File: src/rtl/nmea_fx_pkg.sv
package nmea_fx_pkg;

    // Received characters of interest
    localparam logic [7:0] CHAR_DOLLAR = 8'h24;
    localparam logic [7:0] CHAR_COMMA  = 8'h2C;
    localparam logic [7:0] CHAR_LF     = 8'h0A;
    localparam logic [7:0] CHAR_CR     = 8'h0D;
    localparam logic [7:0] CHAR_G      = 8'h47;
    localparam logic [7:0] CHAR_M      = 8'h4D;

    // Bytes after '$' at which the sentence type is decided
    localparam int unsigned POS_W         = 3;
    localparam logic [POS_W-1:0] POS_MAX  = 3'd7;
    localparam logic [POS_W-1:0] POS_TYPE = 3'd4;

    localparam int unsigned FNUM_W = 4;
    localparam int unsigned CPOS_W = 5;
    localparam int unsigned FID_W  = 4;
    localparam int unsigned IDX_W  = 4;

    localparam logic [FNUM_W-1:0] FNUM_MAX = 4'd15;
    localparam logic [CPOS_W-1:0] CPOS_MAX = 5'd31;
    localparam logic [IDX_W-1:0]  IDX_MAX  = 4'd15;

    // GGA and RMC field numbers that are kept, and their ids
    localparam logic [FNUM_W-1:0] GGA_FNUM_SATS = 4'd7;
    localparam logic [FNUM_W-1:0] GGA_FNUM_ALT  = 4'd9;
    localparam logic [FNUM_W-1:0] RMC_FNUM_LO   = 4'd1;
    localparam logic [FNUM_W-1:0] RMC_FNUM_HI   = 4'd9;

    localparam logic [FID_W-1:0] FID_STATUS = 4'd1;
    localparam logic [FID_W-1:0] FID_NS     = 4'd3;
    localparam logic [FID_W-1:0] FID_EW     = 4'd5;
    localparam logic [FID_W-1:0] FID_SATS   = 4'd9;
    localparam logic [FID_W-1:0] FID_ALT    = 4'd10;

    // Sentence tracking state, one-hot
    typedef enum logic [3:0] {
        KIND_IDLE  = 4'b0001,
        KIND_START = 4'b0010,
        KIND_GGA   = 4'b0100,
        KIND_RMC   = 4'b1000
    } kind_t;

    typedef struct packed {
        kind_t              kind;
        logic [POS_W-1:0]   pos;
        logic [FNUM_W-1:0]  fnum;
        logic [CPOS_W-1:0]  cpos;
    } parse_state_t;

    typedef struct packed {
        logic               store_valid;
        logic [FID_W-1:0]   field_id;
        logic [IDX_W-1:0]   char_index;
        logic [7:0]         char_value;
        logic               index_overflow;
        logic               sentence_done;
        logic               in_sentence;
    } store_rec_t;

endpackage

File: src/rtl/nmea_fx_step.sv
module nmea_fx_step #(
    parameter int unsigned FIELD_CAPACITY = 16
) (
    input  nmea_fx_pkg::parse_state_t cur,
    input  logic [7:0]                rx_byte,
    output nmea_fx_pkg::parse_state_t nxt,
    output nmea_fx_pkg::store_rec_t   rec
);
    import nmea_fx_pkg::*;

    logic [POS_W-1:0] pos_inc;
    logic             map_hit;
    logic [FID_W-1:0] map_id;
    logic             single_char;
    logic             cpos_ovf;

    // Saturating byte count since '$'
    assign pos_inc = (cur.pos == POS_MAX) ? POS_MAX : cur.pos + 1'b1;

    // Map field number to field id for the current sentence type
    always_comb
    begin
        map_hit = 1'b0;
        map_id  = '0;
        if (cur.kind == KIND_GGA)
        begin
            if (cur.fnum == GGA_FNUM_SATS)
            begin
                map_hit = 1'b1;
                map_id  = FID_SATS;
            end
            else if (cur.fnum == GGA_FNUM_ALT)
            begin
                map_hit = 1'b1;
                map_id  = FID_ALT;
            end
        end
        else if (cur.kind == KIND_RMC && cur.fnum >= RMC_FNUM_LO && cur.fnum <= RMC_FNUM_HI)
        begin
            map_hit = 1'b1;
            map_id  = cur.fnum - 1'b1;
        end
    end

    assign single_char = (map_id == FID_STATUS) || (map_id == FID_NS) || (map_id == FID_EW);
    assign cpos_ovf    = {1'b0, cur.cpos} >= (CPOS_W + 1)'(FIELD_CAPACITY);

    // Advance the parser by one byte and build the store record
    always_comb
    begin
        nxt     = cur;
        nxt.pos = pos_inc;
        rec     = '0;
        if (cur.kind != KIND_IDLE)
        begin
            if (pos_inc == POS_TYPE)
            begin
                if (rx_byte == CHAR_G)
                    nxt.kind = KIND_GGA;
                else if (rx_byte == CHAR_M)
                    nxt.kind = KIND_RMC;
                else
                begin
                    nxt.kind = KIND_IDLE;
                    nxt.pos  = '0;
                    nxt.fnum = '0;
                end
            end
            else if (rx_byte == CHAR_COMMA)
            begin
                if (cur.fnum != FNUM_MAX)
                    nxt.fnum = cur.fnum + 1'b1;
                nxt.cpos = '0;
            end
            else if (rx_byte == CHAR_LF || rx_byte == CHAR_CR)
            begin
                nxt.pos           = '0;
                rec.sentence_done = (cur.kind == KIND_RMC);
                nxt.kind          = KIND_IDLE;
            end
            else if (cur.kind == KIND_GGA || cur.kind == KIND_RMC)
            begin
                if (map_hit)
                begin
                    rec.field_id   = map_id;
                    rec.char_value = rx_byte;
                    if (single_char)
                        rec.store_valid = 1'b1;
                    else
                    begin
                        rec.char_index = (cur.cpos > CPOS_W'(IDX_MAX)) ? IDX_MAX
                                                                         : cur.cpos[IDX_W-1:0];
                        rec.index_overflow = cpos_ovf;
                        rec.store_valid    = !cpos_ovf;
                    end
                end
                if (cur.cpos != CPOS_MAX)
                    nxt.cpos = cur.cpos + 1'b1;
            end
        end
        else if (rx_byte == CHAR_DOLLAR)
        begin
            nxt.kind = KIND_START;
            nxt.fnum = '0;
            nxt.pos  = '0;
            nxt.cpos = '0;
        end
        rec.in_sentence = (nxt.kind != KIND_IDLE);
    end

endmodule

File: src/rtl/nmea_gga_rmc_field_extractor.sv
// A result item appears on the master side in the cycle after its byte is accepted.
// One byte per cycle while the master side is ready; the parser state register and the result register
// are updated in the same cycle, so bytes may arrive back to back.
// The slave side stalls only while a result item waits and the master side is not ready.
// Reset (rst_n low, asynchronous) returns the parser to idle and clears the result valid flag.
module nmea_gga_rmc_field_extractor #(
    parameter int unsigned FIELD_CAPACITY = 16
) (
    input  logic        clk,
    input  logic        rst_n,
    input  logic        s_axis_tvalid,
    output logic        s_axis_tready,
    input  logic [7:0]  s_axis_tdata,   // [7:0] rx_byte
    output logic        m_axis_tvalid,
    input  logic        m_axis_tready,
    output logic [23:0] m_axis_tdata,   // [3:0] field_id, [7:4] char_index,
                                        // [15:8] char_value, [16] in_sentence, [23:17] zero
    output logic [1:0]  m_axis_tuser,   // [0] store_valid, [1] index_overflow
    output logic        m_axis_tlast    // sentence_done
);
    import nmea_fx_pkg::*;

    parse_state_t state_reg;
    parse_state_t state_next;
    store_rec_t   rec_next;
    store_rec_t   rec_reg;
    logic         out_valid_reg;
    logic         in_fire;

    assign s_axis_tready = !out_valid_reg || m_axis_tready;
    assign in_fire       = s_axis_tvalid && s_axis_tready;

    nmea_fx_step #(
        .FIELD_CAPACITY (FIELD_CAPACITY)
    ) u_step (
        .cur     (state_reg),
        .rx_byte (s_axis_tdata),
        .nxt     (state_next),
        .rec     (rec_next)
    );

    // Advance parser state on each accepted item
    always_ff @(posedge clk or negedge rst_n)
    begin
        if (!rst_n)
        begin
            state_reg.kind <= KIND_IDLE;
            state_reg.pos  <= '0;
            state_reg.fnum <= '0;
            state_reg.cpos <= '0;
        end
        else if (in_fire)
            state_reg <= state_next;
    end

    // Hold the result item until the master side takes it
    always_ff @(posedge clk or negedge rst_n)
    begin
        if (!rst_n)
            out_valid_reg <= 1'b0;
        else if (in_fire)
            out_valid_reg <= 1'b1;
        else if (m_axis_tready)
            out_valid_reg <= 1'b0;
    end

    always_ff @(posedge clk)
    begin
        if (in_fire)
            rec_reg <= rec_next;
    end

    assign m_axis_tvalid = out_valid_reg;
    assign m_axis_tdata  = {7'd0, rec_reg.in_sentence, rec_reg.char_value,
                            rec_reg.char_index, rec_reg.field_id};
    assign m_axis_tuser  = {rec_reg.index_overflow, rec_reg.store_valid};
    assign m_axis_tlast  = rec_reg.sentence_done;

    // A stored byte is never also flagged as overflowed
    a_store_xor_ovf: assert property (@(posedge clk) disable iff (!rst_n)
        out_valid_reg |-> !(rec_reg.store_valid && rec_reg.index_overflow))
        else $error("store and overflow both set");

    // End of sentence closes the sentence
    a_done_closes: assert property (@(posedge clk) disable iff (!rst_n)
        (out_valid_reg && rec_reg.sentence_done) |-> !rec_reg.in_sentence)
        else $error("sentence_done while still in sentence");

    // Stored field ids stay within the defined set
    a_fid_range: assert property (@(posedge clk) disable iff (!rst_n)
        (out_valid_reg && rec_reg.store_valid) |-> (rec_reg.field_id <= FID_ALT))
        else $error("field id out of range");

    // Every accepted item yields a result item in the next cycle
    a_item_out: assert property (@(posedge clk) disable iff (!rst_n)
        in_fire |=> out_valid_reg)
        else $error("accepted item produced no result");

    // Parser state moves only on an accepted item
    a_state_hold: assert property (@(posedge clk) disable iff (!rst_n)
        !in_fire |=> $stable(state_reg))
        else $error("parser state changed without input");

endmodule

File: config.mk
export PLATFORM = sky130hd
export DESIGN_NAME = nmea_gga_rmc_field_extractor
export DESIGN_NICKNAME = d
export VERILOG_FILES = /design/src/rtl/nmea_fx_pkg.sv /design/src/rtl/nmea_fx_step.sv /design/src/rtl/nmea_gga_rmc_field_extractor.sv
export SDC_FILE = /design/constraint.sdc
export NUM_CORES = 1
export LEC_CHECK = 0
export ABC_AREA = 1
export BUFFER_PORTS_ARGS = -buffer_cell sky130_fd_sc_hd__clkbuf_2
export CAP_MARGIN = 20
export CORE_MARGIN = 1.5
export CORE_UTILIZATION = 60
export DETAILED_ROUTE_END_ITERATION = 10
export HOLD_SLACK_MARGIN = 0.15
export PLACE_DENSITY = 0.9
export RECOVER_POWER = 100
export SLEW_MARGIN = 20
export SYNTH_ARGS = -nofsm -noshare
export SYNTH_HDL_FRONTEND = slang
export SYNTH_SLANG_ARGS = --single-unit
File: constraint.sdc
create_clock -name clk -period 2.7 [get_ports clk]
set_input_delay 0.135 -clock clk [delete_from_list [all_inputs] [get_ports clk]]
set_output_delay 0.135 -clock clk [all_outputs]
set_load 0.05 [all_outputs]
==> results by group <==
Run status
  • Outcome: finished clean

Synthesis
  • Mapped Area: 2330 um^2
  • Sequential element share of the synthesized area: between 40 and 50%
  • Synth async-reset ratio: approximately 46%
  • Count of state elements after synthesis: 37
  • Cell taking the most area after synthesis: edfxtp_1
  • Cell types occupying the most area after synthesis: edfxtp_1 26%, dfrtp_1 17%, nand2_1 9.8%
  • Synth Warn #: 0
  • EDFF count, synth: 20
  • Mean instance size in the synthesized netlist: roughly 8.4 um^2
  • Most common flop cell mapped by yosys: edfxtp_1
  • Number of instances in the synthesized netlist: between 200 and 300
  • Number of unique standard cell types used by synthesis: 34
  • Top-area cell type share of the netlist area: between 20% and 30%

Route
  • Average wire per standard cell: 11.8 um
  • Iteration-0 DRC count of the detailed router: between 80 and 90
  • DRC viols: 0
  • First-pass iteration count of the detailed router: 4
  • Per-cell via count in the routed design: 5.11
  • Total via count in the routed design: roughly 1900
  • Routed Wire Length: roughly 4.3 mm
  • Antenna Nets Post-Route: 0

Cells and area
  • Diodes inserted: 0
  • Flip-flop count of the largest register after layout: 17
  • Fraction of layout instances using a drive strength above 1: about an eighth
  • Post-route cell area: 2550 um^2
  • Most common cell after layout, fill and taps aside: nand2_1
  • Area delta synth->final: 9.74%
  • Commonest non-fill, non-tap cells in the layout: 64 x nand2_1, 39 x nor2_1, 33 x inv_1
  • Number of filler instances in the final layout: 300
  • Nets: between 300 and 400

Clock network
  • CTS H-tree lvls: 2
  • Post-cts resize count: 0
  • Sink count of the clock tree: 37
  • Post-CTS setup buffer count: 0
  • Clock tree buffer depth: 2
  • Clock tree from TritonCTS: built
  • Clock insertion delay at the later pin of the skew report: between 0.2 and 0.3 ns
  • Clock Root Buffer: clkbuf_8
  • Clock transition at path regs: 0.07 ns
  • Number of buffers inserted during clock tree synthesis: 5

Global route
  • Via count of the first global-routing pass: 1775
  • Gr usage total: a little under a quarter
  • Antenna violations before repair: 0
  • Maximum number of pins on one net before global-route repair: 26
  • Global-route wire length before repair: approximately 7.6 mm
  • Global-route congestion overflow total: 0

STA
  • Setup TNS: 0 ns
  • Setup repair after global routing missed its margin: false
  • Relative slew slack: between 30% and 40%
  • Fraction of the cycle the final worst path needs: about four fifths
  • Setup Skew: 0.00490 ns
  • Final count of negative-setup-slack endpoints: 0
  • Actual slew at the worst max-slew pin: ~0.91 ns
  • Highest Clock Rate: 452 MHz
  • Total count of hold-check failures in the final report: 0
  • Min Tclk post-route: between 2 and 2.5 ns
  • Final count of pins violating max slew: 0

Die
  • Floorplan die height: between 60 and 70 um
  • Die ar.: between 4000 and 5000 um^2
  • Horizontal extent of the die: ~65 um
  • Std-Cell Rows: 22
  • Initial core utilization: 63.1%
  • Std-Cell Core Area: 3690 um^2
  • Number of primary I/O pins: 41

Setup path
  • Critical-path maximum fanout: 14
  • Worst Setup End Kind: flip-flop
  • Cells along the critical path: ha_1, or2_0, nand3_1, nand3_1, nor2_4, nand2_4, inv_2, nand2_4, nor2_1
  • Crit-path max cell delay: 0.41 ns
  • Worst Setup Start Kind: flip-flop
  • Reg-to-reg setup timing slack: 0.49 ns
  • Data required time of the worst path: between 2 and 3 ns
  • Buffers plus inverters on the worst setup path: 1
  • Family with the most delay on the worst path: simple AND/OR/NAND/NOR gates
  • Category of the most critical setup path: flip-flop to flip-flop
  • Data arrival, critical path: 2.36 ns
  • Slowest stage cell, crit path: dfrtp_1

Worst hold path
  • Type of the most critical hold path: primary input to flip-flop

Placed design
  • Routability-driven placement congestion ratio: 0.860
  • HPWL after detailed placement: about 3.2 mm
  • Buffers on Ports: 33
  • Placed Instance Area: between 2000 and 3000 um^2

Run
  • Max-capacitance violation count: 0

Power and ir drop
  • Maximum resistive drop on vdd: between 0.6 and 0.7 mV
  • Static leakage: roughly 1.2 nW
  • Power density relative to cell area: slightly below 900 nW/um^2
final timing paths:
| path | startpoint | end | cells past startpoint |
|---|---|---|---|
| setup / recovery | state_reg[9] | m_axis_tuser[1] | 9 |
| hold / removal | s_axis_tdata[2] | m_axis_tdata[10] | 3 |
| setup reg to reg | state_reg[9] | m_axis_tuser[1] | 9 |
| hold reg to reg | state_reg[10] | state_reg[10] | 2 |
| max in group asynchronous | rst_n | state_reg[6] | 2 |
| min in group asynchronous | rst_n | state_reg[15] | 2 |
report_power, final:
part           internal (mW)  leakage (nW)  switching [mW]
clock network          0.367        0.0681           0.194
registers              0.702         0.417           0.110
logic                  0.266         0.734           0.586
synthesized netlist by cell type (2+ instances only):
master    count
nand3_4       2
nor2_1       28
buf_4         9
xor2_1        2
nand2_4       3
edfxtp_1     20
o21ai_0       5
ha_1          8
inv_2         3
inv_1        33
nand3_1      30
dfrtp_1      16
a21oi_1       5
nor3_1        4
nand4_1       7
nand2_2       7
nor2_2       15
nand2_1      61
nor2_4        4
logic make-up after synthesis:
logic type      share of synthesized area, %
xor+xnor                                1.13
compound gates                          4.63
flops                                   44.2
simple gates                            36.2
other cells                            0.161
fa+ha+maj                               4.30
buf+inv                                 9.41
through the flow:
step	setup slack, ns	hold WS [ns]	utilization, %	power, mW	std cells
after detailed placement	0.756	0.0884	67.9	1.75	355
after global placement	0.806	0.0859	67.9	1.71	355
final	0.487	0.202	69.2	2.22	365
after CTS	0.690	0.199	72.1	2.31	365
after global routing	0.307	0.224	69.2	2.38	365
after floorplan	0.529	-0.161	-	1.57	283
worst reg2reg max path: stages, from the launching register on:
cell     delay (ns)
dfrtp_1        0.41
ha_1           0.24
or2_0          0.28
nand3_1        0.31
nand3_1        0.24
nor2_4         0.17
nand2_4        0.13
inv_2          0.11
nand2_4        0.07
nor2_1         0.10
what timing repair did:
action | 4_1_cts | 5_1_grt
hold buffers | 2 | 0
endpoints found under the hold margin | 18 | 0
setup endpoints to repair | 0 | 0
area by class of cell:
type	instances	area, um^2	share of cell area [%]
repair buffers	37	165	6.47
inverters	36	135	5.29
clock inverters	3	65.1	2.55
multi-input cells	199	1030	40.4
well taps	48	60.1	2.35
flip-flops and latches	37	1030	40.2
clock buffers	5	68.8	2.70
layer usage:
layer	part of all wire, %	global-route usage, %	up-vias
li1	-	-	951
met2	51	42.5	54
met1	41	25.6	851
met5	0	0	-
met4	2.5	10.4	0
met3	5.3	5.48	10
Power figures use the tool's default switching activity.
